File: src/hw/rtl/ilsa_pkg.sv
// Shared constants for the lowest-free-slot interval assignment block.
// No dependencies; imported by every module of the block but ilsa_mem.
package ilsa_pkg;

	// Default number of physical slots and width of a time value.
	localparam int SLOTS_DEF     = 64;
	localparam int TIME_BITS_DEF = 32;

	// Width of the usable-slot register and of the reported slot number.
	localparam int CFG_W = 7;
	localparam int IDX_W = 7;

	// Usable-slot register value after reset.
	localparam logic [CFG_W-1:0] CFG_RESET = 7'd64;

endpackage

File: src/hw/rtl/ilsa_mem.sv
// Slot memory: one write port, one read port, read data registered.
// Depends on nothing but its parameters.
module ilsa_mem #(
	parameter int DEPTH = 64,
	parameter int WIDTH = 33
) (
	input  logic                     clk,
	input  logic                     we,
	input  logic [$clog2(DEPTH)-1:0] waddr,
	input  logic [WIDTH-1:0]         wdata,
	input  logic                     re,
	input  logic [$clog2(DEPTH)-1:0] raddr,
	output logic [WIDTH-1:0]         rdata
);

	logic [WIDTH-1:0] mem_q [DEPTH];

	// Synchronous write.
	always_ff @(posedge clk) begin
		if (we) begin
			mem_q[waddr] <= wdata;
		end
	end

	// Synchronous read: the data for a read address is registered and appears in the next cycle.
	always_ff @(posedge clk) begin
		if (re) begin
			rdata <= mem_q[raddr];
		end
	end

endmodule

File: src/hw/rtl/ilsa_ctrl.sv
// Sweep sequencer: clears the slot memory after reset, then for each interval
// reads every slot, frees expired ones, commits the lowest free usable one if any.
// Depends on ilsa_pkg; drives the ports of ilsa_mem.
module ilsa_ctrl #(
	parameter int SLOTS     = 64,
	parameter int TIME_BITS = 32
) (
	input  logic                           clk,
	input  logic                           arst_n,
	input  logic                           in_valid,
	output logic                           in_stall,
	input  logic [TIME_BITS-1:0]           start_time,
	input  logic [TIME_BITS-1:0]           finish_time,
	input  logic [$clog2(SLOTS+1)-1:0]     usable,
	output logic                           out_valid,
	input  logic                           out_stall,
	output logic [ilsa_pkg::IDX_W-1:0]     slot_index,
	output logic                           full_res,
	output logic                           mem_we,
	output logic [$clog2(SLOTS)-1:0]       mem_waddr,
	output logic [TIME_BITS:0]             mem_wdata,
	output logic                           mem_re,
	output logic [$clog2(SLOTS)-1:0]       mem_raddr,
	input  logic [TIME_BITS:0]             mem_rdata
);
	import ilsa_pkg::*;

	localparam int AW = $clog2(SLOTS);
	localparam int CW = $clog2(SLOTS + 1);
	localparam int SW = (AW + 1 > IDX_W) ? AW + 1 : IDX_W;

	localparam logic [1:0] ST_CLEAR = 2'd0;
	localparam logic [1:0] ST_IDLE  = 2'd1;
	localparam logic [1:0] ST_SWEEP = 2'd2;
	localparam logic [1:0] ST_DONE  = 2'd3;

	logic [1:0]           state_q;
	logic [AW-1:0]        clr_q;
	logic [CW-1:0]        rd_cnt_q;
	logic                 rd_vld_s1;
	logic [AW-1:0]        addr_s1;
	logic [TIME_BITS-1:0] start_q;
	logic [TIME_BITS-1:0] finish_q;
	logic [CW-1:0]        usable_q;
	logic                 found_q;
	logic [AW-1:0]        chosen_q;
	logic                 out_valid_q;
	logic [IDX_W-1:0]     slot_index_q;
	logic                 full_q;

	logic                 busy_s1;
	logic [TIME_BITS-1:0] fin_s1;
	logic                 expire_s1;
	logic                 free_s1;
	logic                 in_range_s1;
	logic                 out_free;
	logic                 rd_more;
	logic [SW-1:0]        slot_num;

	// Decode the entry returned by the memory this cycle.
	assign busy_s1     = mem_rdata[TIME_BITS];
	assign fin_s1      = mem_rdata[TIME_BITS-1:0];
	assign expire_s1   = busy_s1 && (fin_s1 < start_q);
	assign free_s1     = !busy_s1 || expire_s1;
	assign in_range_s1 = CW'(addr_s1) < usable_q;

	assign out_free = !out_valid_q || !out_stall;
	assign rd_more  = rd_cnt_q < CW'(SLOTS);
	assign slot_num = SW'(chosen_q) + SW'(1);

	assign in_stall   = (state_q != ST_IDLE);
	assign out_valid  = out_valid_q;
	assign slot_index = slot_index_q;
	assign full_res   = full_q;

	// Read port walks the slots in order during a sweep.
	assign mem_re    = (state_q == ST_SWEEP) && rd_more;
	assign mem_raddr = rd_cnt_q[AW-1:0];

	// Write port: clearing pass, freeing of expired slots, final commit.
	always_comb begin
		mem_we    = 1'b0;
		mem_waddr = '0;
		mem_wdata = '0;
		case (state_q)
			ST_CLEAR: begin
				mem_we    = 1'b1;
				mem_waddr = clr_q;
			end
			ST_SWEEP: begin
				mem_we    = rd_vld_s1 && expire_s1;
				mem_waddr = addr_s1;
				mem_wdata = {1'b0, fin_s1};
			end
			ST_DONE: begin
				mem_we    = found_q && out_free;
				mem_waddr = chosen_q;
				mem_wdata = {1'b1, finish_q};
			end
			default: begin
				mem_we = 1'b0;
			end
		endcase
	end

	// Sequencer and read pipeline.
	always_ff @(posedge clk or negedge arst_n) begin
		if (!arst_n) begin
			state_q   <= ST_CLEAR;
			clr_q     <= '0;
			rd_cnt_q  <= '0;
			rd_vld_s1 <= 1'b0;
			found_q   <= 1'b0;
		end else begin
			rd_vld_s1 <= mem_re;
			case (state_q)
				ST_CLEAR: begin
					clr_q <= clr_q + AW'(1);
					if (clr_q == AW'(SLOTS - 1)) begin
						state_q <= ST_IDLE;
					end
				end
				ST_IDLE: begin
					if (in_valid) begin
						rd_cnt_q <= '0;
						found_q  <= 1'b0;
						state_q  <= ST_SWEEP;
					end
				end
				ST_SWEEP: begin
					if (rd_more) begin
						rd_cnt_q <= rd_cnt_q + CW'(1);
					end
					if (rd_vld_s1 && free_s1 && in_range_s1 && !found_q) begin
						found_q <= 1'b1;
					end
					if (!rd_more && !rd_vld_s1) begin
						state_q <= ST_DONE;
					end
				end
				ST_DONE: begin
					if (out_free) begin
						state_q <= ST_IDLE;
					end
				end
				default: begin
					state_q <= ST_IDLE;
				end
			endcase
		end
	end

	// Interval payload and the chosen slot.
	always_ff @(posedge clk) begin
		if (state_q == ST_IDLE && in_valid) begin
			start_q  <= start_time;
			finish_q <= finish_time;
			usable_q <= usable;
		end
		if (state_q == ST_SWEEP && rd_vld_s1) begin
			addr_s1 <= addr_s1 + AW'(1);
		end else if (state_q != ST_SWEEP) begin
			addr_s1 <= '0;
		end
		if (state_q == ST_SWEEP && rd_vld_s1 && free_s1 && in_range_s1 && !found_q) begin
			chosen_q <= addr_s1;
		end
	end

	// Output word register.
	always_ff @(posedge clk or negedge arst_n) begin
		if (!arst_n) begin
			out_valid_q <= 1'b0;
		end else if (state_q == ST_DONE && out_free) begin
			out_valid_q <= 1'b1;
		end else if (!out_stall) begin
			out_valid_q <= 1'b0;
		end
	end

	always_ff @(posedge clk) begin
		if (state_q == ST_DONE && out_free) begin
			slot_index_q <= found_q ? slot_num[IDX_W-1:0] : '0;
			full_q       <= !found_q;
		end
	end

endmodule

File: src/hw/rtl/interval_lowest_slot_assign_unit.sv
// Each accepted interval is a sweep of the slot memory through its single read port, one slot
// a cycle. The sweep frees slots whose end time is earlier than the new begin time, then writes
// the end time into the lowest free usable slot, if there is one, and presents the word. No new
// interval is taken until the sequencer is idle again. A stalled output word holds the sequencer
// in its final step until the word leaves. After reset a clearing pass marks all slots free;
// input is stalled during it while configuration writes are taken. The usable-slot count is
// clamped to SLOTS, and a value of zero rejects every interval.
// Depends on ilsa_pkg, ilsa_mem and ilsa_ctrl.
module interval_lowest_slot_assign_unit #(
	parameter int SLOTS     = ilsa_pkg::SLOTS_DEF,
	parameter int TIME_BITS = ilsa_pkg::TIME_BITS_DEF
) (
	input  logic                       clk,
	input  logic                       arst_n,
	input  logic                       cfg_valid,
	output logic                       cfg_ready,
	input  logic [ilsa_pkg::CFG_W-1:0] cfg_data,
	input  logic                       in_valid,
	output logic                       in_stall,
	input  logic [TIME_BITS-1:0]       start_time,
	input  logic [TIME_BITS-1:0]       finish_time,
	output logic                       out_valid,
	input  logic                       out_stall,
	output logic [ilsa_pkg::IDX_W-1:0] slot_index,
	output logic                       full_res
);
	import ilsa_pkg::*;

	localparam int AW = $clog2(SLOTS);
	localparam int CW = $clog2(SLOTS + 1);
	localparam int UW = (CW > CFG_W) ? CW : CFG_W;

	logic [CFG_W-1:0]     slots_cfg_q;
	logic [CW-1:0]        usable;
	logic                 mem_we;
	logic [AW-1:0]        mem_waddr;
	logic [TIME_BITS:0]   mem_wdata;
	logic                 mem_re;
	logic [AW-1:0]        mem_raddr;
	logic [TIME_BITS:0]   mem_rdata;

	// Usable-slot register, always ready for a write.
	assign cfg_ready = 1'b1;

	always_ff @(posedge clk or negedge arst_n) begin
		if (!arst_n) begin
			slots_cfg_q <= CFG_RESET;
		end else if (cfg_valid) begin
			slots_cfg_q <= cfg_data;
		end
	end

	// Clamp the usable count to the number of physical slots.
	assign usable = (UW'(slots_cfg_q) > UW'(SLOTS)) ? CW'(SLOTS) : CW'(slots_cfg_q);

	ilsa_ctrl #(
		.SLOTS     (SLOTS),
		.TIME_BITS (TIME_BITS)
	) u_ctrl (
		.clk         (clk),
		.arst_n      (arst_n),
		.in_valid    (in_valid),
		.in_stall    (in_stall),
		.start_time  (start_time),
		.finish_time (finish_time),
		.usable      (usable),
		.out_valid   (out_valid),
		.out_stall   (out_stall),
		.slot_index  (slot_index),
		.full_res    (full_res),
		.mem_we      (mem_we),
		.mem_waddr   (mem_waddr),
		.mem_wdata   (mem_wdata),
		.mem_re      (mem_re),
		.mem_raddr   (mem_raddr),
		.mem_rdata   (mem_rdata)
	);

	// Each entry holds a busy flag above the recorded end time.
	ilsa_mem #(
		.DEPTH (SLOTS),
		.WIDTH (TIME_BITS + 1)
	) u_mem (
		.clk   (clk),
		.we    (mem_we),
		.waddr (mem_waddr),
		.wdata (mem_wdata),
		.re    (mem_re),
		.raddr (mem_raddr),
		.rdata (mem_rdata)
	);

endmodule

File: config.mk
export PLATFORM = sky130hd
export DESIGN_NAME = interval_lowest_slot_assign_unit
export DESIGN_NICKNAME = d
export VERILOG_FILES = /design/src/hw/rtl/ilsa_pkg.sv /design/src/hw/rtl/ilsa_mem.sv /design/src/hw/rtl/ilsa_ctrl.sv /design/src/hw/rtl/interval_lowest_slot_assign_unit.sv
export SDC_FILE = /design/constraint.sdc
export NUM_CORES = 2
export LEC_CHECK = 0
export CORE_MARGIN = 8
export CORE_UTILIZATION = 30
export DETAILED_ROUTE_END_ITERATION = 8
export DONT_BUFFER_PORTS = 1
export GPL_TIMING_DRIVEN = 1
export PLACE_DENSITY = 0.51
export SLEW_MARGIN = 20
export SYNTH_ARGS = -nofsm -noshare
export SYNTH_HDL_FRONTEND = slang
export SYNTH_SLANG_ARGS = --single-unit
File: constraint.sdc
create_clock -name clk -period 10.6 [get_ports clk]
set_input_delay 1.06 -clock clk [delete_from_list [all_inputs] [get_ports clk]]
set_output_delay 1.06 -clock clk [all_outputs]
set_load 0.1 [all_outputs]
==> run metrics <==
Iter 0 DRT Violations 4,381; VDD IR max 0.148 mV; CTS clk-pin slew, worst paths 0.06 ns; core area 0.288 mm2; critical setup path kind flip-flop to flip-flop; top_reg_cell synth edfxtp_1; crit path time final 5.03 ns; Area contributors post-synth edfxtp_1 77%, mux4_2 17%, dfrtp_1 0.69%; num rows 197; PostCTS Resize Cnt 0; drt pass-1 iters 7; GRT overflow 0; final worst slack 5.57 ns; initial antenna violation count 26; RSZ-0062 raised after global routing no; synthesized area per cell 23.9 um2; Total Routing Usage GR 14.9%; final WL 234 mm; root buf cell clkbuf_16; Hold Path Class input port to flip-flop; worst hold slack 0.304 ns; hold depth 0; number of remaining DRC errors 0; Worst Path Arrival 5.55 ns; transition time of the tightest slew-check pin 1.15 ns; routability congestion estimate 0.773; hold_sp start_time[10]; pwr dens 176 mW/mm2; flops & latches, synth 2,261; final net count 3,918; most frequent cells in the layout 2,236 x edfxtp_1, 660 x mux4_2, 227 x clkbuf_16; Clock Path Buffers 3; Setup Viol. Count Final 0; Pleak 26.6 nW; worst-path fanout max 32; area grow syn2layout 14.8%; status completed; Die X 554 um; critical path endpoint category flip-flop; CTS Buf Count 223; Mapped Area 0.0867 mm2; first-pass GRT wire length 325 mm; starting density of the core 30.1%; Via-to-Cell Ratio 5.11; routing usage on met3 3.82%; area share of the leading cell type in the synthesized netlist 77.4%; reg-to-reg startpoint u_mem.rdata[11]; I/O Buffers 0; largest net degree at the start of global routing 110; Place WS 5.65 ns; die area 0.307 mm2; fin. max-slew vios 0; post-synth net total 3,746; Synth async-reset ratio 1.11%; Detailed Place HPWL 126 mm; Max Clock Skew 0.0458 ns; H-tree levels 4; Final period util 47.5%; number of global-route vias before repair 40.3k; terminus of the critical flop-to-flop path u_mem.mem_q[52][28]; f_max 199 MHz; setup_tns 0 ns; Hold Crit Endpoint u_ctrl.start_q[10]; crit start category flip-flop; Required @ worst endpoint 11.12 ns; Post-synth EDFFs 2,236; GRT busiest layer met2; Gate Count Post-Synth 3,625; Sink Count 2,261; warnings from Yosys 0; CTS tree built; Max-Cap Viols 0; Hold Violations, Final 0; layout cells sized above 1 30.8%; relative slew slack 23.1%; FILL cells 26.5k; fin util 34.6%; Die Y 554 um; vias 39.7k; register area share after synthesis 78.1%; R2R Setup Slk 5.57 ns; commonest non-fill, non-tap cell in the layout edfxtp_1; Reg2Reg Depth 9; Netlist cell types 51; Final ANT Viol Nets 0; met2 Resource Use GR 23.1%; drt wl/cell 30.1 um; cell accounting for the most synthesized area edfxtp_1; IO Count 87; met1 global-route usage 21.2%; later-pin clock latency in the skew report 0.85 ns
==> power by group <==
part           switching, mW  leakage [nW]  internal [mW]
clock network           3.38          3.47           4.38
registers            0.00603          18.5           9.68
logic                 0.0526          4.67         0.0456
==> worst max-delay path: stages (launching register included) <==
cell and delay [ns]:
edfxtp_1 0.41, ha_1 0.33, nand2_1 0.30, nor4_1 0.81, o311ai_1 0.44, a311o_1 0.61, a41oi_4 0.19, buf_4 0.74
nor2_4 0.31, buf_4 0.39
==> stage by stage <==
step	total power, mW	instances	area, um2
final	17.5	7776	99600
after global routing	18.1	7769	99600
after CTS	17.7	7767	99500
after detailed placement	9.97	7350	92400
after global placement	9.97	7344	92200
after floorplan	9.96	3625	86700
==> sequential cells by signal (all words and copies together) (netlist names), 7 cells and up <==
signal	cells
slots_cfg_q	7
u_ctrl.finish_q	32
u_ctrl.rd_cnt_q	7
u_ctrl.slot_index	7
u_ctrl.start_q	32
u_ctrl.usable_q	7
u_mem.mem_q	2112
u_mem.rdata	33
==> cell usage after synthesis, types with 2 or more instances <==
master	number
edfxtp_1	2236
mux4_2	660
clkbuf_1	93
nand2_1	92
nor2_1	91
a22oi_1	68
ha_1	45
inv_1	41
buf_2	39
a22o_1	33
buf_4	27
dfrtp_1	24
a21oi_1	22
buf_1	20
nor3_1	13
o21ai_0	13
nand3_1	12
nor2b_1	10
mux2_2	9
nand4_1	8
xnor2_1	8
xor2_1	7
a21o_1	5
buf_6	5
a222oi_1	4
and2_1	4
a31oi_1	3
nand2b_1	3
nor3b_1	3
or3_1	3
a21boi_0	2
a41oi_2	2
and3_1	2
==> routing by layer <==
layer	wire length, um	vias to the layer above
met1	103000	21900
li1	-	16000
met2	108000	1519
met3	18100	312
met4	4740	4
met5	31	-
==> kinds of logic (layout without fill, tap and decap cells) <==
kind of cell | after synthesis | after routing | share of synthesized area (%)
muxes | 670 | 670 | 17.3
buffers and inverters | 226 | 588 | 1.19
adders and majority gates | 45 | 45 | 0.649
other | 1 | 9 | 0.00432
and+or+nand+nor | 247 | 247 | 1.23
DFF | 2261 | 2261 | 78.1
AOI/OAI and AO/OA | 160 | 160 | 1.37
xor gates and xnor gates | 15 | 15 | 0.151
==> area by class of cell <==
type / instances / area, um2 / share of cell area [%]
clock inverter: 146 / 1270 / 1.28
tap: 3781 / 4730 / 4.75
timing repair buffer: 131 / 1190 / 1.19
clock buffer: 269 / 5850 / 5.87
sequential: 2261 / 67800 / 68.1
antenna: 8 / 20.0 / 0.0201
multi-input combinational: 1138 / 18600 / 18.7
inverter: 42 / 158 / 0.158
==> worst max-delay path by stage <==
| stage | endpoint | slack, ns | from |
|---|---|---|---|
| 2_1_floorplan | u_mem.mem_q[56][0] | 4.77 | u_ctrl.state_q[1] |
| 3_3_place_gp | u_mem.mem_q[52][29] | 5.43 | u_mem.rdata[11] |
| 3_5_place_dp | u_mem.mem_q[52][12] | 5.65 | u_mem.rdata[11] |
| 4_1_cts | u_mem.mem_q[52][7] | 5.58 | u_mem.rdata[11] |
| 5_1_grt | u_mem.rdata[28] | 5.43 | u_ctrl.rd_cnt_q[0] |
| 6_report | u_mem.mem_q[52][28] | 5.57 | u_mem.rdata[11] |
==> what timing repair did <==
action                                  in CTS  in global routing
setup buffers                                0                  0
endpoints found under the hold margin       25                  0
endpoints found under the setup margin       0                  0
hold buffers                                 2                  0
No activity file was read; power rests on OpenSTA's default activity.
